<file path="config.mk">
export PLATFORM = sky130hd
export DESIGN_NAME = bsp_ctrl
export DESIGN_NICKNAME = d
export VERILOG_FILES = /design/src/bsp_pkg.sv /design/src/bsp_ctrl.sv
export SDC_FILE = /design/constraint.sdc
export NUM_CORES = 1
export LEC_CHECK = 0
export ABC_AREA = 1
export BUFFER_PORTS_ARGS = -buffer_cell sky130_fd_sc_hd__buf_4
export CAP_MARGIN = 20
export CORE_AREA = 3 3 40 42
export DETAILED_ROUTE_END_ITERATION = 8
export DIE_AREA = 0 0 43 45
export PLACE_DENSITY = 0.78
export SLEW_MARGIN = 25
export SYNTH_ARGS = -nofsm -noshare
export SYNTH_HDL_FRONTEND = slang
export SYNTH_SLANG_ARGS = --single-unit
</file>
<file path="constraint.sdc">
create_clock -name aclk -period 2.4 [get_ports aclk]
set_input_delay 0.36 -clock aclk [delete_from_list [all_inputs] [get_ports aclk]]
set_output_delay 0.36 -clock aclk [all_outputs]
set_load 0.01 [all_outputs]
</file>
<file path="src/bsp_pkg.sv">
// shared types, codes and constants of the bfs shortest path unit
`timescale 1ns / 1ps
package bsp_pkg;

    localparam int VW  = 7;    // vertex field width
    localparam int DSW = 6;    // distance field width
    localparam int SW  = 2;    // status field width
    localparam int AW  = 3;    // action field width
    localparam int OPW = 5;    // datapath op code width

    localparam int MAX_VERTICES_DEF = 64;
    localparam int MAX_DEGREE_DEF   = 16;

    localparam logic [VW-1:0] VCOUNT_RESET = 7'd64;
    localparam logic [VW-1:0] UNREACH      = 7'h7F;

    // actions
    localparam logic [AW-1:0] ACT_CLEAR = 3'd0;
    localparam logic [AW-1:0] ACT_ADD   = 3'd1;
    localparam logic [AW-1:0] ACT_SRCH  = 3'd2;
    localparam logic [AW-1:0] ACT_QUERY = 3'd3;
    localparam logic [AW-1:0] ACT_PATH  = 3'd4;

    // result status
    localparam logic [SW-1:0] STS_OK    = 2'd0;
    localparam logic [SW-1:0] STS_RANGE = 2'd1;
    localparam logic [SW-1:0] STS_FULL  = 2'd2;

    // datapath ops
    localparam logic [OPW-1:0] OP_NONE    = 5'd0;
    localparam logic [OPW-1:0] OP_LOAD    = 5'd1;
    localparam logic [OPW-1:0] OP_DECODE  = 5'd2;
    localparam logic [OPW-1:0] OP_ADD_CHK = 5'd3;
    localparam logic [OPW-1:0] OP_ADD_WA  = 5'd4;
    localparam logic [OPW-1:0] OP_ADD_WB  = 5'd5;
    localparam logic [OPW-1:0] OP_S_INIT  = 5'd6;
    localparam logic [OPW-1:0] OP_S_POP   = 5'd7;
    localparam logic [OPW-1:0] OP_S_CUR   = 5'd8;
    localparam logic [OPW-1:0] OP_S_DEG   = 5'd9;
    localparam logic [OPW-1:0] OP_S_NB    = 5'd10;
    localparam logic [OPW-1:0] OP_S_NBD   = 5'd11;
    localparam logic [OPW-1:0] OP_S_CHK   = 5'd12;
    localparam logic [OPW-1:0] OP_Q_CHK   = 5'd13;
    localparam logic [OPW-1:0] OP_P_CHK   = 5'd14;
    localparam logic [OPW-1:0] OP_P_PUSH  = 5'd15;
    localparam logic [OPW-1:0] OP_P_PAR   = 5'd16;
    localparam logic [OPW-1:0] OP_P_OUT   = 5'd17;
    localparam logic [OPW-1:0] OP_P_EMIT  = 5'd18;
    localparam logic [OPW-1:0] OP_EMIT    = 5'd19;

    typedef struct packed {
        logic [AW-1:0] action;
        logic [VW-1:0] vertex_a;
        logic [VW-1:0] vertex_b;
    } item_t;

    typedef struct packed {
        logic [VW-1:0]  vertex;
        logic [DSW-1:0] distance;
        logic           reachable;
        logic [SW-1:0]  status;
        logic           last;
    } res_t;

    typedef struct packed {
        logic [OPW-1:0] op;
        logic           push;
    } cmd_t;

    typedef struct packed {
        logic [AW-1:0] action;
        logic          add_store;
        logic          q_empty;
        logic          nb_done;
        logic          path_go;
        logic          path_stop;
        logic          par_bad;
        logic          path_last;
        logic          out_free;
    } sts_t;

endpackage

</file>
<file path="src/bsp_ctrl.sv">
// controller state machine of the bfs shortest path unit
`timescale 1ns / 1ps
module bsp_ctrl import bsp_pkg::*; (
    input  logic aclk,
    input  logic aresetn,
    input  logic s_valid,
    output logic s_ready,
    input  sts_t sts,
    output cmd_t cmd
);

    localparam logic [4:0] ST_IDLE    = 5'd0;
    localparam logic [4:0] ST_DECODE  = 5'd1;
    localparam logic [4:0] ST_ADD_CHK = 5'd2;
    localparam logic [4:0] ST_ADD_WA  = 5'd3;
    localparam logic [4:0] ST_ADD_WB  = 5'd4;
    localparam logic [4:0] ST_S_INIT  = 5'd5;
    localparam logic [4:0] ST_S_POP   = 5'd6;
    localparam logic [4:0] ST_S_CUR   = 5'd7;
    localparam logic [4:0] ST_S_DEG   = 5'd8;
    localparam logic [4:0] ST_S_NB    = 5'd9;
    localparam logic [4:0] ST_S_NBD   = 5'd10;
    localparam logic [4:0] ST_S_CHK   = 5'd11;
    localparam logic [4:0] ST_Q_CHK   = 5'd12;
    localparam logic [4:0] ST_P_CHK   = 5'd13;
    localparam logic [4:0] ST_P_PUSH  = 5'd14;
    localparam logic [4:0] ST_P_PAR   = 5'd15;
    localparam logic [4:0] ST_P_OUT   = 5'd16;
    localparam logic [4:0] ST_P_EMIT  = 5'd17;
    localparam logic [4:0] ST_EMIT    = 5'd18;

    logic [4:0] state_reg, state_next;

    assign s_ready = (state_reg == ST_IDLE);

    always_comb begin
        state_next = state_reg;
        cmd.op     = OP_NONE;
        cmd.push   = 1'b0;
        unique case (state_reg)
            ST_IDLE: begin
                if (s_valid) begin
                    cmd.op     = OP_LOAD;
                    state_next = ST_DECODE;
                end
            end
            ST_DECODE: begin
                cmd.op = OP_DECODE;
                unique case (sts.action)
                    ACT_CLEAR: state_next = ST_EMIT;
                    ACT_ADD:   state_next = ST_ADD_CHK;
                    ACT_SRCH:  state_next = ST_S_INIT;
                    ACT_QUERY: state_next = ST_Q_CHK;
                    ACT_PATH:  state_next = ST_P_CHK;
                    default:   state_next = ST_IDLE;
                endcase
            end
            ST_ADD_CHK: begin
                cmd.op     = OP_ADD_CHK;
                state_next = sts.add_store ? ST_ADD_WA : ST_EMIT;
            end
            ST_ADD_WA: begin
                cmd.op     = OP_ADD_WA;
                state_next = ST_ADD_WB;
            end
            ST_ADD_WB: begin
                cmd.op     = OP_ADD_WB;
                state_next = ST_EMIT;
            end
            ST_S_INIT: begin
                cmd.op     = OP_S_INIT;
                state_next = ST_S_POP;
            end
            ST_S_POP: begin
                cmd.op     = OP_S_POP;
                state_next = sts.q_empty ? ST_EMIT : ST_S_CUR;
            end
            ST_S_CUR: begin
                cmd.op     = OP_S_CUR;
                state_next = ST_S_DEG;
            end
            ST_S_DEG: begin
                cmd.op     = OP_S_DEG;
                state_next = ST_S_NB;
            end
            ST_S_NB: begin
                cmd.op     = OP_S_NB;
                state_next = sts.nb_done ? ST_S_POP : ST_S_NBD;
            end
            ST_S_NBD: begin
                cmd.op     = OP_S_NBD;
                state_next = ST_S_CHK;
            end
            ST_S_CHK: begin
                cmd.op     = OP_S_CHK;
                state_next = ST_S_NB;
            end
            ST_Q_CHK: begin
                cmd.op     = OP_Q_CHK;
                state_next = ST_EMIT;
            end
            ST_P_CHK: begin
                cmd.op     = OP_P_CHK;
                state_next = sts.path_go ? ST_P_PUSH : ST_EMIT;
            end
            ST_P_PUSH: begin
                cmd.op     = OP_P_PUSH;
                state_next = sts.path_stop ? ST_P_OUT : ST_P_PAR;
            end
            ST_P_PAR: begin
                cmd.op     = OP_P_PAR;
                state_next = sts.par_bad ? ST_P_OUT : ST_P_PUSH;
            end
            ST_P_OUT: begin
                cmd.op     = OP_P_OUT;
                state_next = ST_P_EMIT;
            end
            ST_P_EMIT: begin
                cmd.op = OP_P_EMIT;
                if (sts.out_free) begin
                    cmd.push   = 1'b1;
                    state_next = sts.path_last ? ST_IDLE : ST_P_OUT;
                end
            end
            ST_EMIT: begin
                cmd.op = OP_EMIT;
                if (sts.out_free) begin
                    cmd.push   = 1'b1;
                    state_next = ST_IDLE;
                end
            end
            default: state_next = ST_IDLE;
        endcase
    end

    always_ff @(posedge aclk) begin
        if (!aresetn) begin
            state_reg <= ST_IDLE;
        end else begin
            state_reg <= state_next;
        end
    end

endmodule

</file>
# Word-level counts from Yosys, hierarchy flattened
# Cells that the tools add are included.
[totals]
regBits = 5
n_memories = 0
in_bits = 14
latch_bits = 0
ramBits = 0
rom_bits = 0
[classes]
mux = 16
shifts = 0
n_bitwise = 0
div = 0
addsub = 0
n_eq_ne = 25
mul = 0
n_reduce_logical = 6
order_cmp = 0
[op_table]
columns = ["cell", "count"]
rows = [
  ["one-hot mux 5 bit (19 select lines)", 1],
  ["one-hot mux 5 bit (17 select lines)", 1],
  ["2-to-1 mux 5 bit", 9],
  ["equality test 5 x 4 -> 1 bit, second input constant", 8],
  ["one-hot mux 5 bit (5 select lines)", 1],
  ["equality test 5 x 3 -> 1 bit, second input constant", 4],
  ["equality test 5 bit, second input constant", 3],
  ["equality test 5 x 2 -> 1 bit, second input constant", 2],
  ["equality test 3 x 2 -> 1 bit, second input constant", 2],
  ["!= test 2 bit, second input constant", 3],
  ["OR reduction 2 bit", 3],
  ["equality test 5 x 1 -> 1 bit, second input constant", 1],
  ["logical NOT 5 bit", 1],
  ["2-to-1 mux 4 bit", 1],
  ["equality test 3 x 1 -> 1 bit, second input constant", 1],
  ["equality test 3 bit, second input constant", 1],
  ["logical NOT 3 bit", 1],
  ["2-to-1 mux 1 bit", 3],
  ["AND reduction 3 bit", 1],
]

# Depth between registers and ports, before layout
# Gate-level depths: netlist of the first run.
[logic_depth]
word_depth = 3
mapped_depth = 10
mapped_depth_nobuf = 9

# Least setup slack after synthesis of the first run
# No wires, ideal clock.
[synth_path]
kind = "reg2out"
start = "reg state_reg[2]"
end = "out cmd[0] (netlist name)"
path_stages_with_launch = 7
required_ns = 2.040
arrival_ns = 1.023
path_buffers = 1
slack_ns = 1.017
cell_sequence = "dfxtp_1 buf_6 inv_1 nand2_1 a21oi_1 nand2_1 nor2_1"
[synth_rtl]
columns = ["element", "line_no", "rtl"]
rows = [
  ["start, declared", "bsp_ctrl.sv:32", "logic [4:0] state_reg, state_next;"],
  ["start signal, assigned", "bsp_ctrl.sv:140", "state_reg <= state_next;"],
  ["end, declared", "bsp_ctrl.sv:9", "output cmd_t cmd"],
]

==> flow_metrics.env, run 1 <==
export IMPL_hold_depth=3
export IMPL_gp_congestion=0.889
export IMPL_die_y_um=45
export IMPL_finalNetCount=164
export IMPL_power_frac_seq_pct=19.7
export IMPL_synth_nets=141
export IMPL_clock_skew_ps=3.04
export IMPL_drc=0
export IMPL_hold_path_class="input pin to register"
export IMPL_port_buffers=20
export IMPL_cts_clk_slew_worst_paths_ps=40
export IMPL_p_leak_nw=0.466
export IMPL_post_cts_setup_buffers=0
export IMPL_yosysMostFrequentCell="nand2_1"
export IMPL_p_switching_w=0.000418
export IMPL_syn_area_um2=664
export IMPL_p_int_w=0.000394
export IMPL_wire_per_inst_um=11.5
export IMPL_path_max_fanout=12
export IMPL_r2r_start="state_reg[4]$_SDFFE_PN0P_"
export IMPL_syn_area_per_cell_um2=5.23
export IMPL_drt_iter0_markers=52
export IMPL_fillCellCount=135
export IMPL_rows=13
export IMPL_place_inst=160
export IMPL_hold_end="state_reg[1]$_SDFFE_PN0P_"
export IMPL_num_io_pins=21
export IMPL_die_area_um2=1940
export IMPL_start_kind="register"
export IMPL_start_util_pct=51.7
export IMPL_drv_cap=0
export IMPL_hpwlAfterDp_um=1540
export IMPL_ys_top_cells_by_count="nand2_1, nor2_1, inv_1"
export IMPL_drive_gt1_share_pct=18.1
export IMPL_cts_max_level=1
export IMPL_cp_data_arrival_time_ps=1780
export IMPL_grt_pass1_vias=702
export IMPL_ir_drop_v=0.000472
export IMPL_cts_root_buf="clkbuf_4"
export IMPL_fmax_ghz=0.468
export IMPL_dp_worst_setup_slack_ps=545
export IMPL_synthArstFlopShare_pct=0
export IMPL_grt_max_degree=13
export IMPL_antenna_found_initial=0
export IMPL_n_antenna_cell=0
export IMPL_post_cts_resized=0
export IMPL_die_w_um=43
export IMPL_clkSinkCount=5
export IMPL_ff2ff_setup_slack_ps=770
export IMPL_area_delta_synth_final_pct=26.9
export IMPL_synthTopCellsByArea="nand2_1, dfxtp_1, nor2_1"
export IMPL_p_comb_share_pct=68.6
export IMPL_yosysWarningCount=0
export IMPL_synth_ff_type="dfxtp_1"
export IMPL_post_synth_num_cell_types=22
export IMPL_cp_required_ps=2040
export IMPL_timing_rr_end="state_reg[1]$_SDFFE_PN0P_"
export IMPL_fin_setup_tns_ps=0
export IMPL_cts_made_buffers=3
export IMPL_coreArea_um2=1280
export IMPL_period_share_pct=89.1
export IMPL_ys_seq_area_share_pct=15.1
export IMPL_dr_pass1_iters=5
export IMPL_yosysTopAreaCellShare_pct=18.6
export IMPL_clock_power_share_pct=11.7
export IMPL_ctsLongestPathBuffers=2
export IMPL_finalMaxSlewViolations=0
export IMPL_num_vias=900
export IMPL_stdcell_count=164
export IMPL_fin_crit_ps=2140
export IMPL_postRouteAntennaNets=0
export IMPL_synth_ff_latch_count=5
export IMPL_overflow=0
export IMPL_routed_wl_um=1890
export IMPL_synth_top_cell_by_area="nand2_1"
export IMPL_reg2regPathDepth=9
export IMPL_synth_edf_count=0
export IMPL_crit_type="register to output port"
export IMPL_hold_buffers=0
export IMPL_hold_viol=0
export IMPL_setup_viol=0
export IMPL_crit_path_end_kind="output port"
export IMPL_hold_start="aresetn"
export IMPL_tightestPinTransition_ps=389
export IMPL_rsz0062_at_grt="no"
export IMPL_grt_pass1_wl_um=3100
export IMPL_routed_via_density=5.49
export IMPL_worstSkewPairLatency_ps=240
export IMPL_swShare_pct=51.4
export IMPL_outcome="complete, no violations"
export IMPL_cts_tree="done"
export IMPL_syn_inst=127
export IMPL_setup_ws_ps=261
export IMPL_cellPowerDensity_nw_per_um2=963
export IMPL_largest_reg_flops=5
export IMPL_relSlewSlack_pct=74.0
export IMPL_track_usage_pct=20.3
## metrics by stage
step           power, W  hold slack, ps  utilization [%]  area, µm²
4_1_cts        0.000811             307             65.6        843
3_3_place_gp   0.000708             551             63.6        817
6_report       0.000812             314             65.6        843
2_1_floorplan  0.000517             458                -        664
5_1_grt        0.000890             323             65.6        843
3_5_place_dp   0.000709             558             63.6        817
## worst max-delay path, cell delays in order (launching register included)
cell,delay (ps)
dfxtp_1,550
inv_1,180
nand2_1,140
nor2_1,80
o21ai_0,270
o2111ai_1,150
buf_4,170
## cell usage in the layout, fill, tap and decap left out
master and instances:
o21ai_0 2, nand4_1 5, o21ai_1 2, o211ai_1 1, o2111ai_1 2, nor2_1 22
clkbuf_1 1, nand3_1 14, nor2_2 1, clkbuf_4 3, a31oi_1 3, nor3_1 5
buf_4 20, nor3_2 1, nor2_4 1, dfxtp_1 5, o21a_1 1, a21oi_1 5
a21boi_0 1, and3_1 1, inv_1 19, nand2_2 1, nand2_1 33
## per-layer routing
layer,up-vias,track usage (%),part of all wire [%]
met1,386,28.0,45
met3,4,5.18,10
met2,47,32.9,43
li1,463,-,-
met4,0,2.41,1.2
met5,-,0,0
## power groups by stage
stage	clock [W]	combinational [W]	sequential [W]
after global placement	0	0.000549	0.000160
after CTS	0.0000996	0.000552	0.000159
after detailed placement	0	0.000549	0.000160
after global routing	0.000104	0.000621	0.000165
after floorplan	0	0.000382	0.000135
final	0.0000950	0.000557	0.000160
## how the worst max path moves through the flow
stage / start / to / slack, ps / depth (start not counted)
finish: state_reg[4]$_SDFFE_PN0P_ / cmd[4] / 260 / 6
global route: state_reg[4]$_SDFFE_PN0P_ / cmd[4] / 60 / 6
CTS: state_reg[4]$_SDFFE_PN0P_ / cmd[3] / 270 / 6
detailed placement: state_reg[4]$_SDFFE_PN0P_ / cmd[4] / 550 / 6
global placement: state_reg[4]$_SDFFE_PN0P_ / cmd[4] / 630 / 6
floorplan: state_reg[2]$_SDFFE_PN0P_ / cmd[0] / 1020 / 6
## area by class of cell
type,instances,area (µm²),area share [%]
Clock buffer,4,26.3,3.12
Tap cell,15,18.8,2.23
Sequential cell,5,100,11.9
Inverter,19,71.3,8.46
Multi-Input combinational cell,101,477,56.5
Timing Repair Buffer,20,150,17.8
## cells by family after synthesis
group | count (synthesis) | share of synthesized area, %
AO/OA/AOI/OAI | 17 | 15.6
buffers and inverters | 21 | 13.2
flip-flops | 5 | 15.1
AND/OR/NAND/NOR | 84 | 56.1
(Power assumes the default switching activity.)
==> run 2: changes to the inputs <==
--- a/config.mk
+++ b/config.mk
@@ -9,7 +9,7 @@
 export BUFFER_PORTS_ARGS = -buffer_cell sky130_fd_sc_hd__buf_4
 export CAP_MARGIN = 20
-export CORE_AREA = 3 3 40 42
+export CORE_AREA = 2 2 39 41
 export DETAILED_ROUTE_END_ITERATION = 8
-export DIE_AREA = 0 0 43 45
+export DIE_AREA = 0 0 41 43
 export PLACE_DENSITY = 0.78
 export SLEW_MARGIN = 25
==> constraint.sdc (replaced) <==
create_clock -name aclk -period 2.4 [get_ports aclk]
set_input_delay 0.24 -clock aclk [delete_from_list [all_inputs] [get_ports aclk]]
set_output_delay 0.24 -clock aclk [all_outputs]
set_load 0.01 [all_outputs]
==> run 2 against run 1 <==
First-iteration DRC count is 65% lower. Critical path type unchanged. Critical endpoint unchanged. Via count is 1.6% higher. Sequential power hardly changed. Clock power is 11% higher. Final area is 0.15% higher. Critical path depth stayed put. Maximum frequency is 2.6% higher.
==> flow_metrics.env, run 2 (synthesized netlist as in run 1, its figures left out) <==
export IMPL_relSlewSlack_pct=73.1
export IMPL_die_area_um2=1760
export IMPL_largest_reg_flops=5
export IMPL_final_area_um2=845
export IMPL_dr_pass1_iters=4
export IMPL_drive_gt1_share_pct=18.1
export IMPL_rows=14
export IMPL_grt_pass1_vias=780
export IMPL_dr_wl_met2_um=948
export IMPL_p_leak_nw=0.466
export IMPL_num_io_pins=21
export IMPL_finalNetCount=164
export IMPL_grt_max_degree=13
export IMPL_gp_congestion=0.966
export IMPL_cts_clk_slew_worst_paths_ps=50
export IMPL_routed_wl_met3_um=185
export IMPL_crit_path_cell_trace="inv_1 -> nand2_1 -> nor2_1 -> o21ai_0 -> o2111ai_1 -> buf_4"
export IMPL_hold_depth=3
export IMPL_worstSkewPairLatency_ps=260
export IMPL_coreArea_um2=1380
export IMPL_hold_viol=0
export IMPL_path_depth=6
export IMPL_cts_tree="done"
export IMPL_die_y_um=43
export IMPL_ctsLongestPathBuffers=2
export IMPL_layout_commonest_cell="nand2_1"
export IMPL_layout_common_cells="nand2_1, nor2_1, buf_4, inv_1, nand3_1"
export IMPL_cp_required_ps=2160
export IMPL_overflow=0
export IMPL_cts_max_level=1
export IMPL_period_share_pct=86.9
export IMPL_routed_via_density=5.54
export IMPL_track_usage_pct=26.1
export IMPL_drv_cap=0
export IMPL_n_antenna_cell=0
export IMPL_clkSinkCount=5
export IMPL_cp_data_arrival_time_ps=1840
export IMPL_post_cts_setup_buffers=0
export IMPL_routedLengthMet1_um=791
export IMPL_hold_path_class="input pin to register"
export IMPL_wire_per_inst_um=12.0
export IMPL_routed_wl_um=1980
export IMPL_finalMaxSlewViolations=0
export IMPL_drt_iter0_markers=18
export IMPL_rsz0062_at_grt="no"
export IMPL_die_w_um=41
export IMPL_path_max_fanout=12
export IMPL_cts_made_buffers=3
export IMPL_start_util_pct=48.0
export IMPL_postRouteAntennaNets=0
export IMPL_clock_skew_ps=5.84
export IMPL_drc=0
export IMPL_setup_viol=0
export IMPL_hold_buffers=0
export IMPL_outcome="complete, no violations"
export IMPL_start_kind="register"
export IMPL_place_inst=161
export IMPL_crit_type="register to output port"
export IMPL_reg2regPathDepth=7
export IMPL_area_delta_synth_final_pct=27.1
export IMPL_tightestPinTransition_ps=403
export IMPL_antenna_found_initial=0
export IMPL_hpwlAfterDp_um=1610
export IMPL_port_buffers=20
export IMPL_cts_root_buf="clkbuf_4"
export IMPL_num_vias=914
export IMPL_post_cts_resized=0
export IMPL_top_layer="met4"
export IMPL_cellPowerDensity_nw_per_um2=976
export IMPL_critPathSlowestCell="dfxtp_1"
export IMPL_ir_drop_v=0.000531
export IMPL_slowest_delay_ps=560
export IMPL_crit_family="flip-flops"
export IMPL_fin_crit_ps=2080
export IMPL_fmax_ghz=0.480
export IMPL_crit_path_end_kind="output port"
export IMPL_fin_setup_tns_ps=0
export IMPL_grt_pass1_wl_um=3150
export IMPL_worst_path_buf_inv=2
export IMPL_dpl_cell_area_um2=818
export IMPL_stdcell_count=165
[run 2: cell counts in the layout (fill, tap and decap cells not counted)]
No cell type changed its count.
[run 2: path summary, 6_finish.rpt]
kind / endpoint / slack, ps / from
hold / removal: state_reg[1]$_SDFFE_PN0P_ / 190 / aresetn
setup reg to reg: state_reg[2]$_SDFFE_PN0P_ / 760 / state_reg[4]$_SDFFE_PN0P_
hold reg to reg: state_reg[4]$_SDFFE_PN0P_ / 680 / state_reg[4]$_SDFFE_PN0P_
setup / recovery: cmd[4] / 320 / state_reg[4]$_SDFFE_PN0P_
[run 2: report_power, final]
part	leakage (nW)	internal [W]	switching [W]
clock network	0.0150	0.0000633	0.0000419
registers	0.0408	0.000110	0.0000501
logic	0.410	0.000222	0.000338
[run 2: stage by stage]
stage | power [W] | utilization, % | hold slack [ps] | setup WS [ps]
floorplan | 0.000517 | - | 338 | 1140
global placement | 0.000710 | 59.1 | 432 | 757
detailed placement | 0.000713 | 59.1 | 437 | 643
CTS | 0.000817 | 61.0 | 193 | 364
global route | 0.000898 | 61.0 | 200 | 200
finish | 0.000824 | 61.0 | 190 | 315
[run 2: cell type report]
type,count,area (µm²)
sequential,5,100
timing repair buffer,20,150
clock buffer,4,26.3
tap,16,20.0
fill,159,539
multi-input combinational,101,477
inverter,19,71.3
[run 2: layer usage]
metal / up-vias / track usage [%]
met2: 53 / 42.5
met1: 388 / 30.9
met4: 0 / 8.67
li1: 466 / -
met5: - / 0
met3: 7 / 7.85
[run 2: tightest hold or removal path, stage by stage]
cell and delay [ps]:
buf_4 90, nand2_1 50, inv_1 40
